`config.mk`:
```
export PLATFORM = sky130hd
export DESIGN_NAME = barker_monte_carlo_double_well
export DESIGN_NICKNAME = d
export VERILOG_FILES = /design/src/rtl/core/mcdw_pkg.sv /design/src/rtl/core/mcdw_mul.sv /design/src/rtl/core/mcdw_seq.sv /design/src/rtl/core/barker_monte_carlo_double_well.sv
export SDC_FILE = /design/constraint.sdc
export NUM_CORES = 2
export LEC_CHECK = 0
export ABC_CLOCK_PERIOD_IN_PS = 34200
export BUFFER_PORTS_ARGS = -buffer_cell sky130_fd_sc_hd__buf_2
export CAP_MARGIN = 25
export CORE_ASPECT_RATIO = 1.1
export CORE_MARGIN = 3
export CORE_UTILIZATION = 40
export DETAILED_ROUTE_END_ITERATION = 7
export GPL_TIMING_DRIVEN = 1
export PLACE_DENSITY_LB_ADDON = 0.08
export SETUP_SLACK_MARGIN = 0.05
export SLEW_MARGIN = 5
export SYNTH_ARGS = -nofsm -noshare
export SYNTH_HDL_FRONTEND = slang
export SYNTH_SLANG_ARGS = --single-unit
```
`constraint.sdc`:
```
create_clock -name clk -period 34.2 [get_ports clk]
set_input_delay 6.84 -clock clk [delete_from_list [all_inputs] [get_ports clk]]
set_output_delay 6.84 -clock clk [all_outputs]
set_load 0.1 [all_outputs]
```
`src/rtl/core/mcdw_pkg.sv`:
```
`timescale 1ns / 1ps
`default_nettype none
// ----------------------------------------------------------------------------
// mcdw_pkg: shared definitions for the double-well Monte Carlo walker
// Fixed-point formats, sequencer codes, control struct and logistic table.
// ----------------------------------------------------------------------------
package mcdw_pkg;

  // Fixed-point and sizing constants
  localparam int COUNT_BITS     = 20;
  localparam int FRAC_BITS      = 12;
  localparam int LOGISTIC_DEPTH = 256;
  localparam int LOG_IDX_W      = $clog2(LOGISTIC_DEPTH);

  // p = beta*|dU| is Q.(F+8); table covers |z| in [0,16)
  localparam int IDX_SHIFT      = FRAC_BITS + 12 - LOG_IDX_W;

  // Shared multiplier operand and product widths
  localparam int MUL_W  = 25;
  localparam int PROD_W = 2 * MUL_W;

  localparam logic [PROD_W-1:0] HALF_LSB = PROD_W'(1) << (FRAC_BITS - 1);
  localparam logic [23:0]       ONE_Q    = 24'(1) << FRAC_BITS;
  localparam logic [23:0]       ENERGY_MAX = 24'hFF_FFFF;
  localparam logic [COUNT_BITS-1:0] COUNT_MAX = {COUNT_BITS{1'b1}};
  localparam logic [15:0]       BETA_RESET = 16'd2560;

  // Sequencer state codes
  localparam int ST_W = 3;
  localparam logic [ST_W-1:0] ST_IDLE = 3'd0;  // wait for input, square x
  localparam logic [ST_W-1:0] ST_SQ   = 3'd1;  // update sums, square trial x
  localparam logic [ST_W-1:0] ST_NE   = 3'd2;  // square (s-1)
  localparam logic [ST_W-1:0] ST_DU   = 3'd3;  // trial energy, beta*|dU|
  localparam logic [ST_W-1:0] ST_LOOK = 3'd4;  // table lookup
  localparam logic [ST_W-1:0] ST_DONE = 3'd5;  // decide and report

  // Phase strobes from the sequencer to the datapath
  typedef struct packed {
    logic idle;
    logic sq;
    logic ne;
    logic du;
    logic look;
    logic fin;   // result is loaded into the output register this cycle
  } mcdw_ctrl_t;

  typedef logic [15:0] logistic_table_t [LOGISTIC_DEPTH];

  // Magnitude of a signed 16-bit position
  function automatic logic [16:0] abs16(input logic signed [15:0] x);
    logic signed [16:0] e;
    e = 17'(x);
    return e[16] ? 17'(-e) : 17'(e);
  endfunction

  // Logistic table: floor(65536*e^-z/(1+e^-z)) at z = 16*i/DEPTH,
  // e^-z from a Q31 Taylor term for z/256 squared eight times.
  function automatic logistic_table_t build_logistic();
    logistic_table_t tab;
    logic [63:0] one;
    logic [63:0] t;
    logic [63:0] t2;
    logic [63:0] t3;
    logic [63:0] t4;
    logic [63:0] u;
    logic [63:0] num;
    logic [63:0] den;
    logic [63:0] rem;
    logic [63:0] quo;
    one = 64'd1 << 31;
    for (int i = 0; i < LOGISTIC_DEPTH; i++) begin
      // DEPTH*16 is a power of two: z/256 in Q31 is a plain shift of i
      t  = 64'(i) << (31 - LOG_IDX_W - 4);
      t2 = (t * t) >> 31;
      t3 = (t2 * t) >> 31;
      t4 = (t3 * t) >> 31;
      u  = one - t + t2 / 64'd2 - t3 / 64'd6 + t4 / 64'd24;
      for (int k = 0; k < 8; k++) begin
        u = (u * u + (64'd1 << 30)) >> 31;
      end
      // 65536*u/(1+u) by restoring long division; u <= 2^31
      num = u << 16;
      den = one + u;
      rem = '0;
      quo = '0;
      for (int b = 47; b >= 0; b--) begin
        rem = {rem[62:0], num[b]};
        if (rem >= den) begin
          rem    = rem - den;
          quo[b] = 1'b1;
        end
      end
      tab[i] = quo[15:0];
    end
    return tab;
  endfunction

  localparam logistic_table_t LOGISTIC_TABLE = build_logistic();

endpackage
`default_nettype wire

```
`src/rtl/core/mcdw_mul.sv`:
```
`timescale 1ns / 1ps
`default_nettype none
// ----------------------------------------------------------------------------
// mcdw_mul: shared unsigned multiplier
// One registered 25x25 product, reused for every multiply of a step.
// ----------------------------------------------------------------------------
module mcdw_mul (
  input  wire logic                        clk,
  input  wire logic [mcdw_pkg::MUL_W-1:0]  op_a,
  input  wire logic [mcdw_pkg::MUL_W-1:0]  op_b,
  output logic      [mcdw_pkg::PROD_W-1:0] prod
);

  logic [mcdw_pkg::PROD_W-1:0] prod_r;

  // Product register; operands change every phase
  always_ff @(posedge clk) begin
    prod_r <= mcdw_pkg::PROD_W'(op_a) * mcdw_pkg::PROD_W'(op_b);
  end

  assign prod = prod_r;

endmodule
`default_nettype wire

```
`src/rtl/core/mcdw_seq.sv`:
```
`timescale 1ns / 1ps
`default_nettype none
// ----------------------------------------------------------------------------
// mcdw_seq: step sequencer
// Walks the six phases of one Monte Carlo step and drives the datapath.
// ----------------------------------------------------------------------------
module mcdw_seq (
  input  wire logic                 clk,
  input  wire logic                 rst_n,
  input  wire logic                 in_fire,
  input  wire logic                 out_free,
  output logic                      in_rdy,
  output mcdw_pkg::mcdw_ctrl_t      ctrl
);

  logic [mcdw_pkg::ST_W-1:0] state_r;
  logic [mcdw_pkg::ST_W-1:0] state_nxt;

  // Next-state logic
  always_comb begin
    state_nxt = state_r;
    case (state_r)
      mcdw_pkg::ST_IDLE: if (in_fire) state_nxt = mcdw_pkg::ST_SQ;
      mcdw_pkg::ST_SQ:   state_nxt = mcdw_pkg::ST_NE;
      mcdw_pkg::ST_NE:   state_nxt = mcdw_pkg::ST_DU;
      mcdw_pkg::ST_DU:   state_nxt = mcdw_pkg::ST_LOOK;
      mcdw_pkg::ST_LOOK: state_nxt = mcdw_pkg::ST_DONE;
      mcdw_pkg::ST_DONE: if (out_free) state_nxt = mcdw_pkg::ST_IDLE;
      default:           state_nxt = mcdw_pkg::ST_IDLE;
    endcase
  end

  always_ff @(posedge clk) begin
    if (!rst_n) begin
      state_r <= mcdw_pkg::ST_IDLE;
    end else begin
      state_r <= state_nxt;
    end
  end

  // Phase strobes
  always_comb begin
    ctrl.idle = (state_r == mcdw_pkg::ST_IDLE);
    ctrl.sq   = (state_r == mcdw_pkg::ST_SQ);
    ctrl.ne   = (state_r == mcdw_pkg::ST_NE);
    ctrl.du   = (state_r == mcdw_pkg::ST_DU);
    ctrl.look = (state_r == mcdw_pkg::ST_LOOK);
    ctrl.fin  = (state_r == mcdw_pkg::ST_DONE) && out_free;
  end

  assign in_rdy = (state_r == mcdw_pkg::ST_IDLE);

endmodule
`default_nettype wire

```
`src/rtl/core/barker_monte_carlo_double_well.sv`:
```
`timescale 1ns / 1ps
`default_nettype none
// ----------------------------------------------------------------------------
// barker_monte_carlo_double_well: double-well walker, logistic acceptance
// Reports the current state and running sums, then tries one move.
// ----------------------------------------------------------------------------
// Each input transaction is one Monte Carlo step and yields exactly one
// result transaction. After the accepting edge the sequencer passes
// through the SQ, NE, DU, LOOK and DONE phases; the result register loads
// as DONE is left, and the block then returns to idle for the next step.
// One shared 25x25 multiplier computes x^2, the trial x^2, the trial (s-1)^2
// and beta*|dU| in turn, then the logistic table is read and the move decided.
// in_ready is high only while the block waits for a step; a finished result
// held in the output register does not block the next input, but the step
// after it waits in its last phase until that result is taken.
// The beta register (cfg_data, unsigned Q8.8) may be written whenever the
// block is idle; cfg_ready is always high.
// ----------------------------------------------------------------------------
module barker_monte_carlo_double_well (
  input  wire logic               clk,
  input  wire logic               rst_n,
  // configuration
  input  wire logic               cfg_valid,
  output logic                    cfg_ready,
  input  wire logic [15:0]        cfg_data,
  // input channel
  input  wire logic               in_valid,
  output logic                    in_ready,
  input  wire logic signed [14:0] in_trial_step,
  input  wire logic [15:0]        in_uniform_draw,
  // result channel
  output logic                    out_valid,
  input  wire logic               out_ready,
  output logic [19:0]             out_step_number,
  output logic [23:0]             out_energy,
  output logic signed [15:0]      out_position,
  output logic [18:0]             out_position_squared,
  output logic [43:0]             out_energy_total,
  output logic signed [35:0]      out_position_total,
  output logic [38:0]             out_square_total,
  output logic                    out_move_accepted
);

  localparam int MW = mcdw_pkg::MUL_W;
  localparam int PW = mcdw_pkg::PROD_W;
  localparam int FB = mcdw_pkg::FRAC_BITS;

  mcdw_pkg::mcdw_ctrl_t ctrl;
  logic                 in_fire;
  logic                 out_free;
  logic                 in_rdy;

  // Walker state
  logic [15:0]                     beta_r;
  logic signed [15:0]              pos_r;
  logic [23:0]                     energy_r;
  logic [mcdw_pkg::COUNT_BITS-1:0] count_r;
  logic [43:0]                     esum_r;
  logic signed [35:0]              psum_r;
  logic [38:0]                     ssum_r;

  // Per-step working registers
  logic signed [15:0] np_r;
  logic [15:0]        draw_r;
  logic [18:0]        sq_r;
  logic [23:0]        ne_r;
  logic               du_neg_r;
  logic [16:0]        b_r;

  // Result register
  logic               out_valid_r;
  logic [19:0]        o_step_r;
  logic [23:0]        o_energy_r;
  logic signed [15:0] o_pos_r;
  logic [18:0]        o_sq_r;
  logic [43:0]        o_esum_r;
  logic signed [35:0] o_psum_r;
  logic [38:0]        o_ssum_r;
  logic               o_acc_r;

  // Shared multiplier
  logic [MW-1:0] op_a;
  logic [MW-1:0] op_b;
  logic [PW-1:0] prod;

  // Datapath intermediates
  logic signed [16:0] np_wide;
  logic signed [15:0] np_sat;
  logic [PW-1:0]      rnd;
  logic [18:0]        sq_now;
  logic signed [19:0] sdiff;
  logic [19:0]        m_abs;
  logic [23:0]        ne_now;
  logic signed [24:0] du;
  logic [24:0]        du_mag;
  logic [PW-1:0]      p_idx;
  logic [mcdw_pkg::LOG_IDX_W-1:0] idx;
  logic [15:0]        entry;
  logic [44:0]        esum_add;
  logic signed [36:0] psum_add;
  logic [39:0]        ssum_add;
  logic               accept;

  assign in_fire  = in_valid && in_rdy;
  assign out_free = !out_valid_r || out_ready;
  assign in_ready = in_rdy;
  assign cfg_ready = 1'b1;

  mcdw_seq u_seq (
    .clk      (clk),
    .rst_n    (rst_n),
    .in_fire  (in_fire),
    .out_free (out_free),
    .in_rdy   (in_rdy),
    .ctrl     (ctrl)
  );

  mcdw_mul u_mul (
    .clk  (clk),
    .op_a (op_a),
    .op_b (op_b),
    .prod (prod)
  );

  // Trial position, saturated to 16 bits
  always_comb begin
    np_wide = 17'(pos_r) + 17'(in_trial_step);
    if (np_wide > 17'sd32767) begin
      np_sat = 16'sh7FFF;
    end else if (np_wide < -17'sd32768) begin
      np_sat = 16'sh8000;
    end else begin
      np_sat = np_wide[15:0];
    end
  end

  // Rounded Q shift of the product, used by squares and energy
  assign rnd    = (prod + mcdw_pkg::HALF_LSB) >> FB;
  assign sq_now = rnd[18:0];

  // |s - 1| for the trial energy
  always_comb begin
    sdiff = $signed({1'b0, sq_now}) - $signed({1'b0, 19'(mcdw_pkg::ONE_Q)});
    m_abs = sdiff[19] ? 20'(-sdiff) : 20'(sdiff);
  end

  // Trial energy, saturated, and the signed energy difference
  always_comb begin
    ne_now = (rnd > PW'(mcdw_pkg::ENERGY_MAX)) ? mcdw_pkg::ENERGY_MAX : rnd[23:0];
    du     = $signed({1'b0, ne_now}) - $signed({1'b0, energy_r});
    du_mag = du[24] ? 25'(-du) : 25'(du);
  end

  // Table index from beta*|dU|, clipped to the last entry
  always_comb begin
    p_idx = prod >> mcdw_pkg::IDX_SHIFT;
    if (p_idx > PW'(mcdw_pkg::LOGISTIC_DEPTH - 1)) begin
      idx = mcdw_pkg::LOG_IDX_W'(mcdw_pkg::LOGISTIC_DEPTH - 1);
    end else begin
      idx = p_idx[mcdw_pkg::LOG_IDX_W-1:0];
    end
    entry = mcdw_pkg::LOGISTIC_TABLE[idx];
  end

  // Multiplier operand select per phase
  always_comb begin
    op_a = '0;
    op_b = '0;
    if (ctrl.idle) begin
      op_a = MW'(mcdw_pkg::abs16(pos_r));
      op_b = MW'(mcdw_pkg::abs16(pos_r));
    end else if (ctrl.sq) begin
      op_a = MW'(mcdw_pkg::abs16(np_r));
      op_b = MW'(mcdw_pkg::abs16(np_r));
    end else if (ctrl.ne) begin
      op_a = MW'(m_abs);
      op_b = MW'(m_abs);
    end else if (ctrl.du) begin
      op_a = MW'(beta_r);
      op_b = du_mag;
    end
  end

  // Saturating running sums
  assign esum_add = {1'b0, esum_r} + 45'(energy_r);
  assign psum_add = 37'(psum_r) + 37'(pos_r);
  assign ssum_add = {1'b0, ssum_r} + 40'(sq_now);

  assign accept = ({1'b0, draw_r} <= b_r);

  // Configuration register
  always_ff @(posedge clk) begin
    if (!rst_n) begin
      beta_r <= mcdw_pkg::BETA_RESET;
    end else if (cfg_valid) begin
      beta_r <= cfg_data;
    end
  end

  // Walker state and sums
  always_ff @(posedge clk) begin
    if (!rst_n) begin
      pos_r    <= '0;
      energy_r <= mcdw_pkg::ONE_Q;
      count_r  <= '0;
      esum_r   <= '0;
      psum_r   <= '0;
      ssum_r   <= '0;
    end else begin
      if (ctrl.sq) begin
        if (count_r != mcdw_pkg::COUNT_MAX) count_r <= count_r + 1'b1;
        esum_r <= esum_add[44] ? 44'hFFF_FFFF_FFFF : esum_add[43:0];
        ssum_r <= ssum_add[39] ? 39'h7F_FFFF_FFFF : ssum_add[38:0];
        if (psum_add[36] != psum_add[35]) begin
          psum_r <= psum_add[36] ? {1'b1, 35'd0} : {1'b0, {35{1'b1}}};
        end else begin
          psum_r <= psum_add[35:0];
        end
      end
      if (ctrl.fin && accept) begin
        pos_r    <= np_r;
        energy_r <= ne_r;
      end
    end
  end

  // Working registers of the step in flight
  always_ff @(posedge clk) begin
    if (in_fire) begin
      np_r   <= np_sat;
      draw_r <= in_uniform_draw;
    end
    if (ctrl.sq) sq_r <= sq_now;
    if (ctrl.du) begin
      ne_r     <= ne_now;
      du_neg_r <= du[24];
    end
    if (ctrl.look) b_r <= du_neg_r ? (17'h1_0000 - 17'(entry)) : 17'(entry);
  end

  // Output register
  always_ff @(posedge clk) begin
    if (!rst_n) begin
      out_valid_r <= 1'b0;
    end else if (ctrl.fin) begin
      out_valid_r <= 1'b1;
    end else if (out_ready) begin
      out_valid_r <= 1'b0;
    end
  end

  always_ff @(posedge clk) begin
    if (ctrl.fin) begin
      o_step_r   <= 20'(count_r);
      o_energy_r <= energy_r;
      o_pos_r    <= pos_r;
      o_sq_r     <= sq_r;
      o_esum_r   <= esum_r;
      o_psum_r   <= psum_r;
      o_ssum_r   <= ssum_r;
      o_acc_r    <= accept;
    end
  end

  assign out_valid            = out_valid_r;
  assign out_step_number      = o_step_r;
  assign out_energy           = o_energy_r;
  assign out_position         = o_pos_r;
  assign out_position_squared = o_sq_r;
  assign out_energy_total     = o_esum_r;
  assign out_position_total   = o_psum_r;
  assign out_square_total     = o_ssum_r;
  assign out_move_accepted    = o_acc_r;

endmodule
`default_nettype wire
```
==> results.toml <==
[place]
placed_cells = 6721
dp_hpwl_mm = 116
io_buffer_count = 252
gp_congestion = 0.917
post-place-ws_ns = 20.36

[clock_tree]
clkTransAtPathRegs_ns = 0.06
cts_tree = "yes"
post_cts_buffers = 0
cts_sinks = 525
cts_resized = 0
cts_root_buffer = "clkbuf_16"
htree_num_levels = 2
numCtsBuffers = 55
holdBufCountCts = 0
clk_latency_ns = 0.65
cts_buffer_depth = 3

[layout]
stdcell_count = 6827
layout-drive-gt1-share_pct = 9.66
fin_nets = 6052
multiInputGateArea_sq_um = 29100
fillCellCount = 11116
utilization_pct = 45.0
regArea_sq_um = 13400
syn2layout_area_growth_pct = 11.4

[sta]
finalClockSkew_ns = 0.0785
timing.slew.headroom_pct = 24.9
setup_slack_ns = 20.19
tightest_slew_ns = 1.12
rsz0062_at_grt = "false"
clock.fmax_mhz = 71.4
final-setup-viol-count = 0
slew_viol_final = 0
timing.setup.tns_ns = 0
final.min_clock_period_ns = 14.01
finalHoldViolCount = 0
hold_ws_ns = 0.402
fin_crit_sh_pct = 41.0

[power_and_ir_drop]
p_switching_mw = 2.00
ir_drop_mv = 0.0845
power_frac_comb_pct = 64.3
p_leak_nw = 22.3
pwr-share-seq_pct = 20.0
clkPwrFrac_pct = 15.7
internal_power_mw = 1.96
p_sw_share_pct = 50.6
p_per_area_nw_per_um2 = 78.0

[hold_path]
hold_class = "reg2reg"

[die]
die_x_um = 328
die_h_um = 360
core_sq_um = 113000
num_rows = 129
dieArea_sq_um = 118000
initial_core_util_pct = 40.4
boundaryPins = 254

[drt]
firstDrtPassIters = 6
top_layer = "met4"
wl_per_cell_um = 21.8
ant_nets = 0
route.vias.total = 37246
drcViolationCount = 0
drt_wl_total_mm = 149
drtIter0Drc = 3093
avgViaCountPerCell = 5.46
met1_length_mm = 64.3
route.met3.wl_mm = 8.84
met2_length_mm = 69.6

[global_routing]
grt-ovfl-total = 0
antenna_found_initial = 1
grt_pass1_vias = 37113
grt_max_degree = 78
grt.total_usage_pct = 25.1
grt_pass1_wl_mm = 229

[worst_setup_path]
crit_path_max_fanout = 77
crit_type = "reg2reg"
cp_slowest_cell = "and2_1"
cpLargestDelayFamily = "adder cells"
cp.required_ns = 34.73
start_kind = "register"
worstPathArrival_ns = 14.54
path_buf_inv = 8
crit_path_end_kind = "register"
slowest_delay_ns = 0.84
crit_path_frequent_cell = "fa_1"

[logic_synthesis]
synth_area_sq_um = 45600
synthArstFlopShare_pct = 0
yosys_most_used_dff = "edfxtp_1"
ys_ff_latch = 525
yosysSeqAreaShare_pct = 29.5
avgSynthCellArea_sq_um = 9.05
synth_cells = 5039
yosysWarnings = 0
synth_edf_count = 292
yosysUniqueCellTypes = 107

[flow_run]
max_cap_viol_count = 0

[status]
outcome = "finished clean"
[metrics by stage]
stage	power, mW	area, sq um
after floorplan	2.47	45700
after global placement	3.36	48800
after detailed placement	3.35	48900
after CTS	4.01	50800
after global routing	4.30	50800
final	3.96	50800
[sequential cells by signal, summed over array words and instances, names as in the netlist, 3 cells and up]
name	cells
esum_r	44
out_energy_total	44
out_square_total	39
ssum_r	39
out_position_total	36
psum_r	36
u_mul.prod	34
energy_r	24
ne_r	24
out_energy	24
count_r	20
out_step_number	20
out_position_squared	19
sq_r	19
b_r	17
beta_r	16
draw_r	16
np_r	16
out_position	16
pos_r	16
u_seq.state_r	3
[worst paths after layout]
| check | slack (ns) | from | cells past startpoint | endpoint |
|---|---|---|---|---|
| max reg2reg | 20.19 | u_mul.prod[19] | 45 | u_mul.prod[40] |
| min reg2reg | 0.40 | sq_r[13] | 0 | out_position_squared[13] |
| max | 20.19 | u_mul.prod[19] | 45 | u_mul.prod[40] |
| min | 0.40 | sq_r[13] | 0 | out_position_squared[13] |
[power by group through the flow]
| stage | registers [mW] | clock network (mW) | logic [mW] |
|---|---|---|---|
| 6_report | 0.793 | 0.624 | 2.55 |
| 5_1_grt | 0.798 | 0.666 | 2.84 |
| 4_1_cts | 0.792 | 0.643 | 2.57 |
| 3_5_place_dp | 0.806 | 0 | 2.55 |
| 3_3_place_gp | 0.806 | 0 | 2.56 |
| 2_1_floorplan | 0.786 | 0 | 1.68 |
[area by class of cell]
type                            instances  area share [%]
Multi-Input combinational cell       3691            57.3
Sequential cell                       525            26.5
Inverter                              655            4.85
Timing Repair Buffer                  345            3.90
Tap cell                             1506            3.71
Clock buffer                           72            3.02
Clock inverter                         32           0.764
Antenna cell                            1         0.00493
[cells in the mapped netlist (all sizes together) (100+ instances only)]
cell	count	area [sq um]
a21oi	359	1800
clkbuf	188	716
dfxtp	233	4660
edfxtp	292	8770
fa	416	8330
ha	311	3890
inv	648	2430
nand2	530	1990
nand3	100	500
nor2	437	1650
o21ai	284	1440
xnor2	146	1310
xor2	123	1080
[cells by family (layout without fill, tap and decap cells)]
group                      count (synthesis)  in the layout  share of synthesized area [%]
AOI/OAI and AO/OA                       1087           1087                           14.9
adders and majority gates                727            727                           26.8
xor gates and xnor gates                 269            269                           5.23
other                                      2             45                         0.0165
and+or+nand+nor                         1521           1521                           15.5
buffers and inverters                    865           1104                           7.20
DFF                                      525            525                           29.5
muxes                                     43             43                          0.950
[layer usage]
| metal | track usage (%) | vias to the layer above |
|---|---|---|
| met5 | 0 | - |
| met4 | 9.02 | 0 |
| met3 | 3.26 | 291 |
| met2 | 41.4 | 1230 |
| met1 | 33.7 | 18207 |
| li1 | - | 17518 |
[placed cells by master, fill, tap and decap left out, types with 14 or more instances in the layout]
cell and n:
dfxtp_1 230, edfxtp_1 292, o211ai_1 29, a21o_1 77, fa_1 416, o31ai_1 22
mux2i_1 41, nor4_1 33, nor2b_1 49, o21a_1 29, nand4_1 43, buf_2 253
xor2_1 122, o21bai_1 26, and3_1 55, nor3_1 63, nor2_1 435, nand2_1 529
ha_1 311, a31oi_1 55, nand2b_1 53, buf_4 90, inv_1 645, and2_1 65
a21oi_1 357, clkbuf_16 58, conb_1 44, o41ai_1 14, o21ai_0 275, a211oi_1 36
xnor2_1 144, nand3_1 100, or3_1 17
Note: power is estimated with default switching activity, not from simulation.
